$ cat src/tpa_pkg.sv
package tpa_pkg;

   localparam int MAX_WORKERS_DEF = 256;
   localparam int CNT_W           = 9;
   localparam int ID_W            = 8;
   localparam int RATIO_W         = 16;
   localparam int PROD_W          = CNT_W + RATIO_W;
   localparam int STATUS_W        = 3;

   localparam logic [1:0] OP_INIT      = 2'd0;
   localparam logic [1:0] OP_TERMINATE = 2'd1;
   localparam logic [1:0] OP_REMOVE    = 2'd2;
   localparam logic [1:0] OP_CREATE    = 2'd3;

   localparam logic [STATUS_W-1:0] ST_OK        = 3'd0;
   localparam logic [STATUS_W-1:0] ST_REJECT    = 3'd1;
   localparam logic [STATUS_W-1:0] ST_EMPTY     = 3'd2;
   localparam logic [STATUS_W-1:0] ST_EXHAUSTED = 3'd3;
   localparam logic [STATUS_W-1:0] ST_NOT_INIT  = 3'd4;

   typedef struct packed {
      logic [1:0]      opcode;
      logic            pool_select;
      logic            was_dying;
      logic [ID_W-1:0] returned_id;
   } tpa_req_type;

   typedef struct packed {
      logic [ID_W-1:0]     granted_id;
      logic [STATUS_W-1:0] status;
      logic [CNT_W-1:0]    running_now;
      logic [CNT_W-1:0]    dying_now;
   } tpa_rsp_type;

   typedef struct packed {
      logic load;
      logic exec;
      logic read;
      logic grant;
      logic mul;
      logic reject;
      logic fill_start;
      logic fill;
      logic finish;
   } tpa_cmd_type;

   typedef struct packed {
      logic is_init;
      logic need_read;
      logic init_reject;
      logic fill_last;
   } tpa_stat_type;

endpackage

$ cat src/tpa_ctrl.sv
module tpa_ctrl (
   input  logic                  clock,
   input  logic                  reset,
   input  logic                  start,
   input  tpa_pkg::tpa_stat_type stat,
   output logic                  busy,
   output logic                  rsp_valid,
   output tpa_pkg::tpa_cmd_type  cmd
);
   import tpa_pkg::*;

   typedef enum logic [4:0] {
      S_IDLE  = 5'b00001,
      S_EXEC  = 5'b00010,
      S_READ  = 5'b00100,
      S_CHECK = 5'b01000,
      S_FILL  = 5'b10000
   } state_type;

   state_type state_ff;
   state_type state_in;
   logic      rsp_valid_ff;
   logic      rsp_valid_in;

   always_comb begin
      cmd      = '0;
      state_in = state_ff;
      case (state_ff)
         S_IDLE: begin
            if (start) begin
               cmd.load = 1'b1;
               state_in = S_EXEC;
            end
         end
         S_EXEC: begin
            if (stat.is_init) begin
               cmd.mul  = 1'b1;
               state_in = S_CHECK;
            end else if (stat.need_read) begin
               cmd.read = 1'b1;
               state_in = S_READ;
            end else begin
               cmd.exec = 1'b1;
               state_in = S_IDLE;
            end
         end
         S_READ: begin
            cmd.grant = 1'b1;
            state_in  = S_IDLE;
         end
         S_CHECK: begin
            if (stat.init_reject) begin
               cmd.reject = 1'b1;
               state_in   = S_IDLE;
            end else begin
               cmd.fill_start = 1'b1;
               state_in       = S_FILL;
            end
         end
         S_FILL: begin
            cmd.fill = 1'b1;
            if (stat.fill_last) begin
               cmd.finish = 1'b1;
               state_in   = S_IDLE;
            end
         end
         default: begin
            state_in = S_IDLE;
         end
      endcase
      rsp_valid_in = cmd.exec || cmd.grant || cmd.reject || cmd.finish;
   end

   always_ff @(posedge clock) begin
      if (reset) begin
         state_ff     <= S_IDLE;
         rsp_valid_ff <= 1'b0;
      end else begin
         state_ff     <= state_in;
         rsp_valid_ff <= rsp_valid_in;
      end
   end

   assign busy      = state_ff != S_IDLE;
   assign rsp_valid = rsp_valid_ff;

   a_accept_busy: assert property (@(posedge clock) disable iff (reset)
      (start && !busy) |=> busy)
      else $error("accepted item did not raise busy");

   a_done_has_rsp: assert property (@(posedge clock) disable iff (reset)
      (!$past(reset) && $fell(busy)) |-> rsp_valid_ff)
      else $error("item finished without a result");

   a_rsp_when_idle: assert property (@(posedge clock) disable iff (reset)
      rsp_valid_ff |-> !busy)
      else $error("result strobe while still working");

endmodule

$ cat config.mk
export PLATFORM = sky130hd
export DESIGN_NAME = tpa_ctrl
export DESIGN_NICKNAME = d
export VERILOG_FILES = /design/src/tpa_pkg.sv /design/src/tpa_ctrl.sv
export SDC_FILE = /design/constraint.sdc
export NUM_CORES = 1
export LEC_CHECK = 0
export ABC_AREA = 1
export ABC_CLOCK_PERIOD_IN_PS = 1500
export BUFFER_PORTS_ARGS = -buffer_cell sky130_fd_sc_hd__buf_2
export CORE_AREA = 3 3 40 42
export CTS_CLUSTER_DIAMETER = 40
export DETAILED_ROUTE_END_ITERATION = 7
export DIE_AREA = 0 0 43 45
export PLACE_DENSITY = 0.65
export SETUP_SLACK_MARGIN = 0.3
export SYNTH_ARGS = -nofsm -noshare
export SYNTH_HDL_FRONTEND = slang
export SYNTH_SLANG_ARGS = --single-unit
export TNS_END_PERCENT = 5
$ cat constraint.sdc
create_clock -name clock -period 1.5 [get_ports clock]
set_input_delay 0.3 -clock clock [delete_from_list [all_inputs] [get_ports clock]]
set_output_delay 0.3 -clock clock [all_outputs]
set_load 0.01 [all_outputs]
==> Word level (Yosys, flattened, before mapping) <==
Index checks and enable logic that the tools add are counted.
{ "op_classes": {"eq_ne": 8, "mux": 20, "n_reduce_logical": 4} }
{ "ops": {"columns": ["cell", "n"], "rows": [
  ["$mux 5", 4],
  ["$pmux 5 s4", 1],
  ["$mux 1", 10],
  ["$mux 2", 4],
  ["$eq 5x1->1 const B", 1],
  ["$eq 5x2->1 const B", 1],
  ["$eq 5x3->1 const B", 1],
  ["$eq 5x4->1 const B", 1],
  ["$eq 5x5->1 const B", 1],
  ["$ne 5x1->1 const B", 1],
  ["$ne 2x2->1 const B", 2],
  ["$logic_or 1x1->1", 3],
  ["$mux 3", 1],
  ["$reduce_and 2->1", 1]
]} }
{ "totals": {"out_inout_bits": 11, "elab_cells": 34, "input_bits": 7, "regBits": 6} }

==> Logic depth before layout (Yosys ltp) <==
Gate-level depths: netlist (run 1).
{ "depth": {"ltp_word": 6, "depth_mapped": 8, "depth_no_buf": 8} }

==> Worst setup path after synthesis (run 1) <==
OpenSTA, ideal clock, no wires.
{ "synth_timing": {"kind": "register to output", "start": "register state_ff[4]", "end": "output cmd[1] (netlist name)", "stages_incl_launch_ff": 3, "required_time_ns": 1.200, "arrival_ns": 0.871, "path_buffers": 0, "setup_slack_ns": 0.329, "cell_sequence": "dfxtp_1 -> inv_1 -> nor4_1"} }
{ "synth_rtl": {"columns": ["element", "line", "source"], "rows": [
  ["start, declared", "tpa_ctrl.sv:20", "state_type state_ff;"],
  ["start signal, assigned", "tpa_ctrl.sv:79", "state_ff <= state_in;"],
  ["end, declared", "tpa_ctrl.sv:8", "output tpa_pkg::tpa_cmd_type cmd"]
]} }

==> run metrics, run 1 <==
final worst-path cycle share 0.9961; Final Cell Area 543.0 µm²; leading cell type in the layout, fill and taps excluded buf_2; GRT Total Usage 0.09758; ANT nets after route 0; fmax 0.6693 GHz; CTS root buffer clkbuf_4; Worst Hold Path EP state_ff[4]; max cap viols 0; cells along the critical path inv_2 -> nand2_4 -> nor2_4 -> nand4_1 -> inv_1 -> buf_2; vias in the first global route 346; Die Wd 43 µm; Final Skew 1.819 ps; via count of the routed design 452; overall power 0.4161 mW; Int Power 0.2929 mW; Worst Hold Class in -> reg; largest family of logic cells by synthesized area simple AND/OR/NAND/NOR gates; hold_buf cts 0; Synth cell types 12; max_slew headroom 0.8492; hpwl dp 711 µm; nets 90; drt drc 0; fill cell count 142; mean post-synth cell area 6.071 µm²; initial antenna violation count 0; Adder-Cell Fraction of Synth Area 0; type of origin of the critical path flip-flop; die area 1935 µm²; Psw 0.1232 mW; top post-synthesis cells by area dfxtp_1 (32%), inv_1 (19%), nand4_1 (12%); Reg clk slew, reported paths 50 ps; DIE HEIGHT 45 µm; synthesized cell area 370.4 µm²; initial DRC count 10; Worst Setup Path Type reg -> out; Comb power frac 0.205; power per cell area 766.2 nW/µm²; Ant. Diodes 0; most frequent cells in the layout buf_2 (17), inv_1 (16), nand4_1 (7), nand2_1 (6), nor2_1 (5); synthesized net count 68; number of synthesized register bits 6; CTS Sinks 6; multiplexer share of the synthesized area 0; deepest clock path buffer count 2; CP Data Arrival Time 1190 ps; Critical R2R Capture state_ff[0]; Worst R2R Start state_ff[2]; Core Region 1285 µm²; sequential power share 0.428; cell taking the most area after synthesis dfxtp_1; area grow syn2layout 46.62%; largest net degree at the start of global routing 7; layout cells sized above 1 0.4568; Starting Density 0.2882; Least-Margin Pin Slew 224.1 ps; Worst Hold Depth 2; Crit-path slowest cell dfxtp_2; Cells after Synth 61; routability cong. 0.8054; CP peak stage delay 340 ps; r2r setup slk 360 ps; sw frac 0.2961; RSZ-0062 raised after global routing true; sequential fraction of the synthesis area 0.3243; Synth Area in Simple Gates 0.4358; worst skew pair latency 250 ps; Worst EP required 1200 ps; Core Rows 13; top-area cell type share of the netlist area 0.3243; H-tree depth 1; IO Pins 18; Synth Area in Compound Gates 0.02703; leakage power 0.3381 nW; min cycle time layout 1494 ps; Hold Path Origin reset; first-pass GRT wire length 1.407 mm; CTS tree built; Port-buffer cells 17; CP max FO 4; Max VDD drop 0.0004026 V; Setup-failing EPs final 0; drt wl/cell 10.56 µm; drt first pass iters 4; Worst setup EP type output port; Max Slew Vio Count 0; Synth warnings 0; CTS Buf Count 3; placed inst area 466.7 µm²; FF-to-FF path depth 9; clock power share 0.367; Final Hold Vio Count 0; XOR/XNOR share of the synthesized area 0; vias per cell 4.708; status complete, no violations; total congestion overflow 0; final wirelength 1.014 mm
==> sequential cells by signal, summed over array words and instances (netlist names) <==
name       cells
rsp_valid      1
state_ff       5
==> metal layers <==
metal  vias to the layer above  global-route usage  wire, µm
met5                         -                   0         0
met4                         0             0.05422        22
met3                         2             0.02390        57
met2                        13              0.1467       507
met1                       209              0.1283       426
li1                        228                   -         -
==> stage by stage <==
step / utilization / std cells / TNS (ps) / hold slack, ps / setup slack, ps
floorplan: - / 61 / 0 / 369.1 / 328.8
global placement: 0.3632 / 92 / 0 / 548.4 / 227.0
detailed placement: 0.3632 / 92 / 0 / 553.1 / 212.3
CTS: 0.3982 / 96 / 0 / 287.3 / 16.86
global route: 0.4226 / 96 / -141.1 / 296.2 / -74.79
finish: 0.4226 / 96 / 0 / 282.3 / 5.800
==> power groups by stage <==
stage               registers (mW)  clock network, mW  logic, mW
global placement             0.178                  0     0.0733
detailed placement           0.178                  0     0.0740
CTS                          0.176              0.154     0.0819
global route                 0.179              0.163     0.0995
floorplan                    0.176                  0     0.0487
finish                       0.178              0.153     0.0854
==> area by class of cell <==
type	count	area, µm²	share of cell area
Timing Repair Buffer	18	92.59	0.1705
Clock buffer	3	22.52	0.04147
Sequential cell	6	133.9	0.2465
Tap cell	15	18.77	0.03456
Inverter	19	73.82	0.1359
Multi-Input combinational cell	35	201.4	0.3710
==> what timing repair did <==
item | 4_1_cts | 5_1_grt
setup buffers | 1 | 0
setup endpoints to repair | 10 | 11
pin swaps | 3 | 6
endpoints found under the hold margin | 0 | 0
gates resized for setup | 9 | 11
==> cells in the mapped netlist <==
| cell | n |
|---|---|
| nand2_2 | 1 |
| inv_1 | 19 |
| nand2_1 | 8 |
| nor2_2 | 3 |
| nor2_1 | 7 |
| nand3_1 | 3 |
| a21oi_1 | 2 |
| dfxtp_1 | 6 |
| nand4_1 | 7 |
| nor4_1 | 1 |
| buf_4 | 1 |
| nor3_1 | 3 |
==> kinds of logic (layout without fill, tap and decap cells) <==
logic type | Yosys count | in the layout
simple gates | 33 | 33
buf+inv | 20 | 40
compound gates | 2 | 2
flops | 6 | 6
==> worst max-delay path, delay by kind of cell (launching register included) <==
family,cells,cell delay (ps)
buf+inv,3,270
flops,1,340
simple gates,3,330
==> worst max path at each step <==
stage | start | end | slack [ps] | depth (start not counted)
final | state_ff[2] | cmd[6] | 6 | 6
after global routing | state_ff[2] | cmd[6] | -70 | 6
after CTS | state_ff[2] | cmd[6] | 20 | 6
after detailed placement | state_ff[3] | cmd[4] | 210 | 6
after global placement | state_ff[3] | cmd[4] | 230 | 6
after floorplan | state_ff[4] | cmd[1] | 330 | 2
(Power assumes the default switching activity.)
==> run 2, diff against run 1 <==
PLACE_DENSITY = not set   (was 0.65)
PLACE_DENSITY_LB_ADDON = 0.15   (was not set)
==> run metrics, run 2 (synthesized netlist as in run 1, its figures left out) <==
Comb power frac 0.195; Worst Setup Path Type reg -> out; Setup-failing EPs final 0; DIE HEIGHT 45 µm; min cycle time layout 1458 ps; Core Rows 13; final wirelength 926 µm; CTS tree built; nets 90; CTS Sinks 6; ANT nets after route 0; CP Data Arrival Time 1160 ps; most frequent cells in the layout inv_1 (17), buf_2 (17), nand4_1 (7), nand2_1 (6), nor2_1 (5); Max VDD drop 0.0004130 V; vias in the first global route 368; CTS root buffer clkbuf_4; Int Power 0.2872 mW; GRT Total Usage 0.1082; Ant. Diodes 0; Final Skew 1.582 ps; Largest Register state_ff; r2r setup slk 430 ps; total congestion overflow 0; initial DRC count 7; worst hold slack 295.0 ps; Final Hold Vio Count 0; CP peak stage delay 310 ps; Worst setup EP type output port; Crit-path slowest cell dfxtp_2; Setup WS pre-CTS 245.1 ps; routability cong. 0.8049; initial antenna violation count 0; FF-to-FF path depth 6; Worst Hold Class in -> reg; Final Worst Setup Slack 41.72 ps; CP max FO 4; sequential power share 0.437; max cap viols 0; clock power share 0.368; Port-buffer cells 17; fmax 0.6857 GHz; die area 1935 µm²; Hold Path Origin reset; area occupied by multi-input gates 196.4 µm²; Psw 0.1169 mW; Setup TNS 0 ps; RSZ-0062 raised after global routing true; Worst Hold Depth 2; drt first pass iters 4; H-tree depth 1; vias per cell 4.552; hpwl dp 739.7 µm; drt drc 0; max reg flops 5; worst skew pair latency 240 ps; Starting Density 0.2882; CTS Buf Count 3; first-pass GRT wire length 1.518 mm; deepest clock path buffer count 2; largest net degree at the start of global routing 7; Critical R2R Capture state_ff[0]; power per cell area 754.6 nW/µm²; leakage power 0.3362 nW; Reg clk slew, reported paths 50 ps; status complete, no violations; layout cells sized above 1 0.4444; area grow syn2layout 44.59%; type of origin of the critical path flip-flop; Core Region 1285 µm²; hold_buf cts 0; Worst R2R Start state_ff[2]; fill cell count 151; max_slew headroom 0.8619; Worst Hold Path EP state_ff[4]; Die Wd 43 µm; Max Slew Vio Count 0; final worst-path cycle share 0.9722; drt wl/cell 9.646 µm; sw frac 0.2892; Post-Route Utilization 0.4167; Worst EP required 1200 ps; cells along the critical path inv_2 -> nand2_4 -> nor2_4 -> nand4_1 -> inv_1 -> buf_2; via count of the routed design 437; IO Pins 18; Sequential cell area 131.4 µm²; Least-Margin Pin Slew 205.2 ps
==> run 2: power by group through the flow <==
stage | logic [mW] | clock network [mW] | registers, mW
2_1_floorplan | 0.0487 | 0 | 0.176
3_3_place_gp | 0.0751 | 0 | 0.177
3_5_place_dp | 0.0746 | 0 | 0.178
4_1_cts | 0.0775 | 0.158 | 0.178
5_1_grt | 0.0908 | 0.168 | 0.177
6_report | 0.0790 | 0.149 | 0.177
==> run 2: per-stage QoR <==
| stage | total power, mW | area [µm²] | std cells |
|---|---|---|---|
| after CTS | 0.4135 | 509.2 | 95 |
| after global placement | 0.2526 | 466.7 | 92 |
| after floorplan | 0.2244 | 370.4 | 61 |
| final | 0.4041 | 535.5 | 96 |
| after global routing | 0.4356 | 535.5 | 96 |
| after detailed placement | 0.2522 | 466.7 | 92 |
==> run 2: how the worst max path moves through the flow <==
stage | end | start | depth (start not counted) | slack (ps)
after floorplan | cmd[1] | state_ff[4] | 2 | 330
after global routing | cmd[6] | state_ff[3] | 6 | -50
after global placement | cmd[4] | state_ff[3] | 6 | 270
final | cmd[6] | state_ff[3] | 6 | 40
after CTS | cmd[6] | state_ff[2] | 6 | 20
after detailed placement | cmd[4] | state_ff[3] | 6 | 250
==> run 2: repair_timing <==
item                       in CTS  in global routing
setup endpoints to repair      10                 11
pin swaps                       3                  5
gates resized for setup        10                  7
setup buffers                   0                  1
==> run 2: final cells by class <==
class                      instances  share of cell area
sequential                         6              0.2453
tap                               15             0.03505
inverter                          19              0.1379
timing repair buffer              18              0.1729
multi-input combinational         35              0.3668
clock buffer                       3             0.04206
==> run 2: critical path: cells and delay by family (launching register included) <==
family / cells / cell delay, ps
flip-flops: 1 / 310
buffers and inverters: 3 / 290
AND/OR/NAND/NOR: 3 / 320
==> run 2: routing by layer <==
| layer | GRT usage | share of wire | up-vias |
|---|---|---|---|
| met4 | 0.1024 | 0.0097 | 0 |
| met3 | 0.02390 | 0.12 | 2 |
| met5 | 0 | 0 | - |
| met2 | 0.1467 | 0.45 | 20 |
| li1 | - | - | 231 |
| met1 | 0.1394 | 0.42 | 184 |
