$ cat src/tpa_pkg.sv
package tpa_pkg;

   localparam int MAX_WORKERS_DEF = 256;
   localparam int CNT_W           = 9;
   localparam int ID_W            = 8;
   localparam int RATIO_W         = 16;
   localparam int PROD_W          = CNT_W + RATIO_W;
   localparam int STATUS_W        = 3;

   localparam logic [1:0] OP_INIT      = 2'd0;
   localparam logic [1:0] OP_TERMINATE = 2'd1;
   localparam logic [1:0] OP_REMOVE    = 2'd2;
   localparam logic [1:0] OP_CREATE    = 2'd3;

   localparam logic [STATUS_W-1:0] ST_OK        = 3'd0;
   localparam logic [STATUS_W-1:0] ST_REJECT    = 3'd1;
   localparam logic [STATUS_W-1:0] ST_EMPTY     = 3'd2;
   localparam logic [STATUS_W-1:0] ST_EXHAUSTED = 3'd3;
   localparam logic [STATUS_W-1:0] ST_NOT_INIT  = 3'd4;

   typedef struct packed {
      logic [1:0]      opcode;
      logic            pool_select;
      logic            was_dying;
      logic [ID_W-1:0] returned_id;
   } tpa_req_type;

   typedef struct packed {
      logic [ID_W-1:0]     granted_id;
      logic [STATUS_W-1:0] status;
      logic [CNT_W-1:0]    running_now;
      logic [CNT_W-1:0]    dying_now;
   } tpa_rsp_type;

   typedef struct packed {
      logic load;
      logic exec;
      logic read;
      logic grant;
      logic mul;
      logic reject;
      logic fill_start;
      logic fill;
      logic finish;
   } tpa_cmd_type;

   typedef struct packed {
      logic is_init;
      logic need_read;
      logic init_reject;
      logic fill_last;
   } tpa_stat_type;

endpackage

$ cat src/tpa_ram.sv
module tpa_ram #(
   parameter int WIDTH = 8,
   parameter int DEPTH = 256
) (
   input  logic                     clock,
   input  logic                     wr_en,
   input  logic [$clog2(DEPTH)-1:0] wr_addr,
   input  logic [WIDTH-1:0]         wr_data,
   input  logic                     rd_en,
   input  logic [$clog2(DEPTH)-1:0] rd_addr,
   output logic [WIDTH-1:0]         rd_data
);

   logic [WIDTH-1:0] mem_ff [DEPTH];
   logic [WIDTH-1:0] rd_data_ff;

   always_ff @(posedge clock) begin
      if (wr_en) begin
         mem_ff[wr_addr] <= wr_data;
      end
      if (rd_en) begin
         rd_data_ff <= mem_ff[rd_addr];
      end
   end

   assign rd_data = rd_data_ff;

endmodule

$ cat src/tpa_dp.sv
module tpa_dp #(
   parameter int MAX_WORKERS = tpa_pkg::MAX_WORKERS_DEF
) (
   input  logic                         clock,
   input  logic                         reset,
   input  tpa_pkg::tpa_req_type         req_data,
   input  logic [tpa_pkg::CNT_W-1:0]    total_workers,
   input  logic [tpa_pkg::RATIO_W-1:0]  job_ratio_q16,
   input  tpa_pkg::tpa_cmd_type         cmd,
   output tpa_pkg::tpa_stat_type        stat,
   output tpa_pkg::tpa_rsp_type         rsp_data
);
   import tpa_pkg::*;

   localparam int          ADDR_W    = $clog2(MAX_WORKERS);
   localparam logic [16:0] MAX_LIMIT = 17'(MAX_WORKERS);

   // counters and pool state
   tpa_req_type      item_ff;
   logic [CNT_W-1:0] run_ff  [2];
   logic [CNT_W-1:0] dead_ff [2];
   logic [CNT_W-1:0] gsize_ff;
   logic [CNT_W-1:0] jsize_ff;
   logic             init_done_ff;

   // init sequencing
   logic [PROD_W-1:0] prod_ff;
   logic [CNT_W-1:0]  js_ff;
   logic [CNT_W-1:0]  gs_ff;
   logic [CNT_W-1:0]  fill_ff;
   tpa_rsp_type       rsp_ff;

   logic                pool;
   logic [CNT_W-1:0]    run_cur;
   logic [CNT_W-1:0]    dead_cur;
   logic [CNT_W-1:0]    size_cur;
   logic [CNT_W-1:0]    ctr_cur;
   logic [CNT_W-1:0]    run_upd;
   logic [CNT_W-1:0]    dead_upd;
   logic [CNT_W:0]      alive;
   logic [CNT_W:0]      alive_m1;
   logic [CNT_W:0]      addr_cr_w;
   logic [CNT_W:0]      addr_rm_w;
   logic                cr_full;
   logic                rm_full;
   logic [STATUS_W-1:0] exec_status;
   logic                exec_write;
   logic [PROD_W:0]     prod_round;
   logic [CNT_W:0]      js_full;
   logic                init_reject;
   logic                fill_gen;

   logic              gen_wr_en;
   logic              job_wr_en;
   logic [ADDR_W-1:0] gen_wr_addr;
   logic [ADDR_W-1:0] job_wr_addr;
   logic [ID_W-1:0]   wr_data;
   logic [ADDR_W-1:0] rd_addr;
   logic [ID_W-1:0]   gen_rd_data;
   logic [ID_W-1:0]   job_rd_data;
   logic [ID_W-1:0]   granted;

   always_comb begin
      pool     = item_ff.pool_select;
      run_cur  = run_ff[pool];
      dead_cur = dead_ff[pool];
      size_cur = pool ? jsize_ff : gsize_ff;
      ctr_cur  = item_ff.was_dying ? dead_cur : run_cur;

      alive     = {1'b0, run_cur} + {1'b0, dead_cur};
      alive_m1  = alive - (CNT_W+1)'(1);
      cr_full   = alive >= {1'b0, size_cur};
      rm_full   = alive_m1 >= {1'b0, size_cur};
      addr_cr_w = {1'b0, size_cur} - alive - (CNT_W+1)'(1);
      addr_rm_w = {1'b0, size_cur} - alive_m1 - (CNT_W+1)'(1);

      run_upd     = run_cur;
      dead_upd    = dead_cur;
      exec_status = ST_OK;
      if (!init_done_ff) begin
         exec_status = ST_NOT_INIT;
      end else begin
         case (item_ff.opcode)
            OP_TERMINATE: begin
               if (run_cur == '0) begin
                  exec_status = ST_EMPTY;
               end else begin
                  run_upd  = run_cur - CNT_W'(1);
                  dead_upd = dead_cur + CNT_W'(1);
               end
            end
            OP_REMOVE: begin
               if (ctr_cur == '0) begin
                  exec_status = ST_EMPTY;
               end else if (rm_full) begin
                  exec_status = ST_EXHAUSTED;
               end else if (item_ff.was_dying) begin
                  dead_upd = dead_cur - CNT_W'(1);
               end else begin
                  run_upd = run_cur - CNT_W'(1);
               end
            end
            OP_CREATE: begin
               if (cr_full) begin
                  exec_status = ST_EXHAUSTED;
               end
            end
            default: begin
               exec_status = ST_OK;
            end
         endcase
      end
      exec_write = (item_ff.opcode == OP_REMOVE) && (exec_status == ST_OK);

      // ceil of ratio * total over 2^16
      prod_round  = {1'b0, prod_ff} + (PROD_W+1)'(16'hFFFF);
      js_full     = prod_round[PROD_W -: CNT_W+1];
      init_reject = (total_workers == '0) || (17'(total_workers) > MAX_LIMIT) ||
                    (js_full >= {1'b0, total_workers});

      fill_gen = fill_ff < gs_ff;

      stat.is_init     = item_ff.opcode == OP_INIT;
      stat.need_read   = (item_ff.opcode == OP_CREATE) && (exec_status == ST_OK);
      stat.init_reject = init_reject;
      stat.fill_last   = fill_ff == (total_workers - CNT_W'(1));
   end

   // stack write and read ports
   always_comb begin
      gen_wr_en   = (cmd.exec && exec_write && !pool) || (cmd.fill && fill_gen);
      job_wr_en   = (cmd.exec && exec_write && pool) || (cmd.fill && !fill_gen);
      gen_wr_addr = cmd.fill ? ADDR_W'(fill_ff) : ADDR_W'(addr_rm_w);
      job_wr_addr = cmd.fill ? ADDR_W'(fill_ff - gs_ff) : ADDR_W'(addr_rm_w);
      wr_data     = cmd.fill ? fill_ff[ID_W-1:0] : item_ff.returned_id;
      rd_addr     = ADDR_W'(addr_cr_w);
      granted     = pool ? job_rd_data : gen_rd_data;
   end

   tpa_ram #(
      .WIDTH (ID_W),
      .DEPTH (MAX_WORKERS)
   ) u_gen_stack (
      .clock   (clock),
      .wr_en   (gen_wr_en),
      .wr_addr (gen_wr_addr),
      .wr_data (wr_data),
      .rd_en   (cmd.read),
      .rd_addr (rd_addr),
      .rd_data (gen_rd_data)
   );

   tpa_ram #(
      .WIDTH (ID_W),
      .DEPTH (MAX_WORKERS)
   ) u_job_stack (
      .clock   (clock),
      .wr_en   (job_wr_en),
      .wr_addr (job_wr_addr),
      .wr_data (wr_data),
      .rd_en   (cmd.read),
      .rd_addr (rd_addr),
      .rd_data (job_rd_data)
   );

   always_ff @(posedge clock) begin
      if (reset) begin
         run_ff[0]    <= '0;
         run_ff[1]    <= '0;
         dead_ff[0]   <= '0;
         dead_ff[1]   <= '0;
         gsize_ff     <= '0;
         jsize_ff     <= '0;
         init_done_ff <= 1'b0;
      end else begin
         if (cmd.exec) begin
            run_ff[pool]  <= run_upd;
            dead_ff[pool] <= dead_upd;
         end
         if (cmd.grant) begin
            run_ff[pool] <= run_cur + CNT_W'(1);
         end
         if (cmd.finish) begin
            gsize_ff     <= gs_ff;
            jsize_ff     <= js_ff;
            init_done_ff <= 1'b1;
         end
      end
   end

   always_ff @(posedge clock) begin
      if (cmd.load) begin
         item_ff <= req_data;
      end
      if (cmd.mul) begin
         prod_ff <= PROD_W'(job_ratio_q16) * PROD_W'(total_workers);
      end
      if (cmd.fill_start) begin
         js_ff   <= js_full[CNT_W-1:0];
         gs_ff   <= total_workers - js_full[CNT_W-1:0];
         fill_ff <= '0;
      end else if (cmd.fill) begin
         fill_ff <= fill_ff + CNT_W'(1);
      end
      if (cmd.exec) begin
         rsp_ff <= '{granted_id: '0, status: exec_status,
                     running_now: run_upd, dying_now: dead_upd};
      end else if (cmd.grant) begin
         rsp_ff <= '{granted_id: granted, status: ST_OK,
                     running_now: run_cur + CNT_W'(1), dying_now: dead_cur};
      end else if (cmd.reject) begin
         rsp_ff <= '{granted_id: '0, status: ST_REJECT,
                     running_now: run_cur, dying_now: dead_cur};
      end else if (cmd.finish) begin
         rsp_ff <= '{granted_id: '0, status: ST_OK,
                     running_now: run_cur, dying_now: dead_cur};
      end
   end

   assign rsp_data = rsp_ff;

   a_grant_after_read: assert property (@(posedge clock) disable iff (reset)
      cmd.grant |-> $past(cmd.read))
      else $error("grant without a preceding stack read");

   a_fill_in_range: assert property (@(posedge clock) disable iff (reset)
      cmd.fill |-> (fill_ff < total_workers))
      else $error("fill index beyond total workers");

   a_init_sticky: assert property (@(posedge clock) disable iff (reset)
      init_done_ff |=> init_done_ff)
      else $error("initialized flag dropped");

   a_exec_not_init: assert property (@(posedge clock) disable iff (reset)
      cmd.exec |-> !stat.is_init)
      else $error("init item took the single-step path");

endmodule

$ cat config.mk
export PLATFORM = sky130hd
export DESIGN_NAME = tpa_dp
export DESIGN_NICKNAME = d
export VERILOG_FILES = /design/src/tpa_pkg.sv /design/src/tpa_ram.sv /design/src/tpa_dp.sv
export SDC_FILE = /design/constraint.sdc
export NUM_CORES = 2
export LEC_CHECK = 0
export BUFFER_PORTS_ARGS = -buffer_cell sky130_fd_sc_hd__buf_4
export CAP_MARGIN = 20
export CORE_UTILIZATION = 54
export DETAILED_ROUTE_END_ITERATION = 16
export GPL_TIMING_DRIVEN = 1
export PLACE_DENSITY = 0.81
export SYNTH_ARGS = -nofsm -noshare
export SYNTH_HDL_FRONTEND = slang
export SYNTH_MEMORY_MAX_BITS = 65536
export SYNTH_SLANG_ARGS = --single-unit
$ cat constraint.sdc
create_clock -name clock -period 75.8 [get_ports clock]
set_input_delay 11.37 -clock clock [delete_from_list [all_inputs] [get_ports clock]]
set_output_delay 11.37 -clock clock [all_outputs]
set_load 0.02 [all_outputs]
# Word level (Yosys, flattened, before mapping)
# Memories as Yosys holds them, arrays and structs flattened. A register that Yosys moved wholly into a read port is not among the register bits.
# Index checks and enable logic that the tools add are counted.
# classes
n_eq_ne,4
reduce_logical,22
n_mux,49
n_addsub,15
multipliers,1
n_bitwise,1
magnitude_cmp,5
# op_table
cell,count
$mux W9,15
$mux W29,3
$pmux W9 S2,2
$mux W8,4
$ge A10 B9 Y1,3
$add A9 B1 Y9 const B,3
$logic_not A9 Y1,3
$sub A9 B1 Y9 const B,3
$add A25 B16 Y26 const B,1
$mul A16 B9 Y25,1
$sub A8 B8 Y8,3
$mux W21,1
$mux W1,18
$reduce_or A9 Y1,2
$sub A8 B1 Y8 const B,2
$add A9 B9 Y10,1
$sub A10 B1 Y10 const B,1
$eq A9 B9 Y1,1
$gt A9 B9 Y1 const B,1
$lt A9 B9 Y1,1
$pmux W3 S3,1
$sub A9 B9 Y9,1
$mux W2,4
$logic_and A1 B1 Y1,7
10 further kinds,15
# totals
output_inout_bits,33
ram_bits,4132
n_memories,4
register_bits,112
word_cells,116
inputBits,48
# mem_list
memory,words,width,read_ports,rd_ports_with_merged_regs,wr,line,text
u_gen_stack.mem_ff,256,8,1,1,1,tpa_ram.sv:14,logic [WIDTH-1:0] mem_ff [DEPTH];
u_job_stack.mem_ff,256,8,1,1,1,tpa_ram.sv:14,
dead_ff,2,9,1,1,2,tpa_dp.sv:21,logic [CNT_W-1:0] dead_ff [2];
run_ff,2,9,1,1,2,tpa_dp.sv:20,logic [CNT_W-1:0] run_ff [2];

# Longest topological paths before layout
# depth
word_depth,14
depth_mapped,28
ltp_nobuf,20

# Modules after synthesis
# From an unflattened synthesis, not the netlist that was laid out.
# unflattened
hier_cells,9118
hier_area_um2,174077.0
# modules_own_cells
module,seq_area_each_um2,n_inst,cells_each,area_per_inst_um2
tpa_ram,61739.2,2,3733,79636.4
tpa_dp,4103.9,1,1652,14804.2

# Worst setup path before layout
# No wires, ideal clock.
# synth_path
kind,input to register
startpoint,in cmd[1] (netlist name)
endpoint,mem u_gen_stack.mem_ff[0][0] (data pin)
path_stages,5
setup_ps,4168
arrival_time_ps,31995
required_ps,71632
slack_ps,39637
path_buffers,4
cell_sequence,clkbuf_1 -> clkbuf_1 -> clkbuf_1 -> clkbuf_1 -> o21ai_0
# synth_between
elab_chain_len,1
# synth_rtl
item,line,text
start: declaration,tpa_dp.sv:9,"input tpa_pkg::tpa_cmd_type cmd,"
$mux W8,tpa_dp.sv:135,wr_data = cmd.fill ? fill_ff[ID_W-1:0] : item_ff.returned_id;
net u_gen_stack.wr_data[0],tpa_ram.sv:8,"input logic [WIDTH-1:0] wr_data,"
end: declaration,tpa_ram.sv:14,
# The timed path passes the listed nets, and every way through them passes these cells.

==> metrics.txt <==
status finished clean; TritonRoute pass-1 iters 6; share of cells above drive strength 1 0.272; H-tree depth 5; register area 128000 sq um; cts bufs inserted roughly 400; Slew Limit Fails 0; R2R setup slack 66860 ps; # rows between 200 and 250; clock skew 64.8 ps; vias in the first global route 92.0k; post-route ant nets 0; RSZ-0062 raised after global routing false; Synth Flop Type edfxtp_1; First DRT Iteration DRCs roughly 13k; combinational fraction of design power 0.360; Cells after Synth 8311; Initial Util 0.543; warnings from Yosys 0; DR vias 90.6k; I/O Pins 81; max cap viols 0; Crit. End Element primary output; post-layout util 0.606; Req. time, crit path 64430 ps; Slew headroom 0.0310; final hold violations 0; IO Port Bufs 80; Tot GR Track Use 0.274; CP startpoint kind input port; fin nets 9027; global-route wire length before repair ~640000 um; CTS clk-pin slew, worst paths approximately 60 ps; Total Power 7290 uW; hold_buf cts 0; CTS tree done; area leader, netlist edfxtp_1; fill count approximately 21k; Finish-stage setup viols 0; final setup TNS 0 ps; EDFF count, synth 4224; die width 570 um; fin crit share 0.327; Int Power 4830 uW; Min Clock Period, post-route 24820 ps; worst skew pair latency 940 ps; peak supply drop 0.0528 mV; most common cell in the netlist edfxtp_1; global route overflow 0; Root Buffer clkbuf_16; Post-route DRC 0; crit path max fanout 20; Placed Area 181000 sq um; Crit Path Category in -> out; Synth area leaders edfxtp_1 (73%), mux4_2 (17%), mux2i_1 (1.5%), fa_1 (1.2%), nor3_1 (0.99%); sw frac 0.338; largest net degree at the start of global routing 252; area of the multi-input gates approximately 44000 sq um; Cell Area, Synth approximately 170000 sq um; DPL Wire Length approximately 250000 um; DR WL/cell 33.4 um; sequential share of the synthesized area 0.732; fmax 0.0403 GHz; Post-CTS Setup Repair Bufs 0; GP Congestion about 0.87; Reg power frac 0.367; ys async rst share 0; HP Class reg -> reg; clk sink count about 4.3k; Worst Path Arrival 13450 ps; area share of the largest cell type after synthesis 0.728; Slew @ Worst Pin 1450 ps; initial antenna violation count 11; final instance area ~200000 sq um; Pleak 0.0629 uW; number of gates resized after cts 0; die area 325000 sq um; Via density 6.77; mean post-synth cell area 21.0 sq um; Commonest cells post-synth edfxtp_1 (4224), mux4_2 (1296), nor3_1 (345); area grow syn2layout 11.7%; CTS Buffer Depth 4; syn nets 8581; clock share of power 0.273; Cell Pwr Density 37.5 nW/um^2; core region area 321000 sq um; total wire length 447000 um; P_sw approximately 2500 uW; die span in y 570 um; unique cell type count in the Yosys netlist 88; FF+latch count, synth 4261
==> area by class of cell <==
cell class	instances	area share
Antenna cell	4	0.0000514
Clock buffer	468	0.0532
Clock inverter	254	0.0121
Inverter	202	0.00390
Multi-Input combinational cell	3363	0.227
Sequential cell	4261	0.655
Tap cell	4305	0.0277
Timing Repair Buffer	528	0.0201
==> power groups by stage <==
stage	Combinational, uW	Sequential, uW	Clock (uW)
final	2630	2680	1990
after floorplan	1640	2770	0
after CTS	2600	2670	2000
after global placement	2470	2720	0
after detailed placement	2520	2720	0
after global routing	2690	2680	2080
==> through the flow <==
stage	hold slack [ps]	worst slack (ps)	std cells
2_1_floorplan	454	39640	8311
3_3_place_gp	448	50860	12400
3_5_place_dp	454	50980	12600
4_1_cts	495	50980	13300
5_1_grt	506	50810	13400
6_report	486	50980	13400
==> path summary, 6_finish.rpt <==
kind,end,start,cells past startpoint
max,stat[1],total_workers[0],13
min,jsize_ff[8],js_ff[8],2
max reg2reg,u_job_stack.mem_ff[149][4],register,23
min reg2reg,jsize_ff[8],js_ff[8],2
==> flip-flops by register name, indices dropped and copies added, names as in the netlist, 11 cells and up, named ones only <==
register and flops:
dead_ff 18, prod_ff 25, u_gen_stack.mem_ff 2048, rsp_data 29, item_ff 11, run_ff 18
u_job_stack.mem_ff 2048
==> worst max-delay path: stages <==
cell      delay, ps
buf_4           240
inv_1           110
ha_1            290
inv_1            70
nand2_1          50
a21oi_1         190
o21bai_1        100
a21oi_1         170
o21bai_1         80
a21oi_1         150
o21ai_0         120
a221o_1         330
buf_4           170
==> layout by cell type (no fill, tap or decap), types with 60 or more instances in the layout <==
cell,n
edfxtp_1,4224
mux4_2,1296
clkbuf_16,403
buf_4,346
nor3_1,337
nor2_1,303
nand2_1,275
mux2i_1,258
inv_1,196
buf_2,118
ha_1,117
fa_1,103
clkinv_1,87
clkinv_2,80
a21oi_1,76
and2_1,64
clkbuf_1,62
xnor2_1,60
==> cell families (layout without fill, tap and decap cells) <==
family | count (synthesis) | count (layout) | share of synthesized area
AO/OA/AOI/OAI | 317 | 317 | 0.0129
adder cells (fa/ha/maj) | 222 | 222 | 0.0204
AND/OR/NAND/NOR | 1169 | 1169 | 0.0312
multiplexers | 1565 | 1565 | 0.183
buffers and inverters | 687 | 1452 | 0.0156
other | 0 | 4 | 0
flip-flops | 4261 | 4261 | 0.732
XOR/XNOR | 90 | 90 | 0.00457
==> per-layer routing <==
metal,global-route usage,wire length [um]
met1,0.347,150000
met2,0.461,225000
met3,0.0482,45500
met4,0.133,25700
met5,0,94
Note: power is estimated with default switching activity, not from simulation.
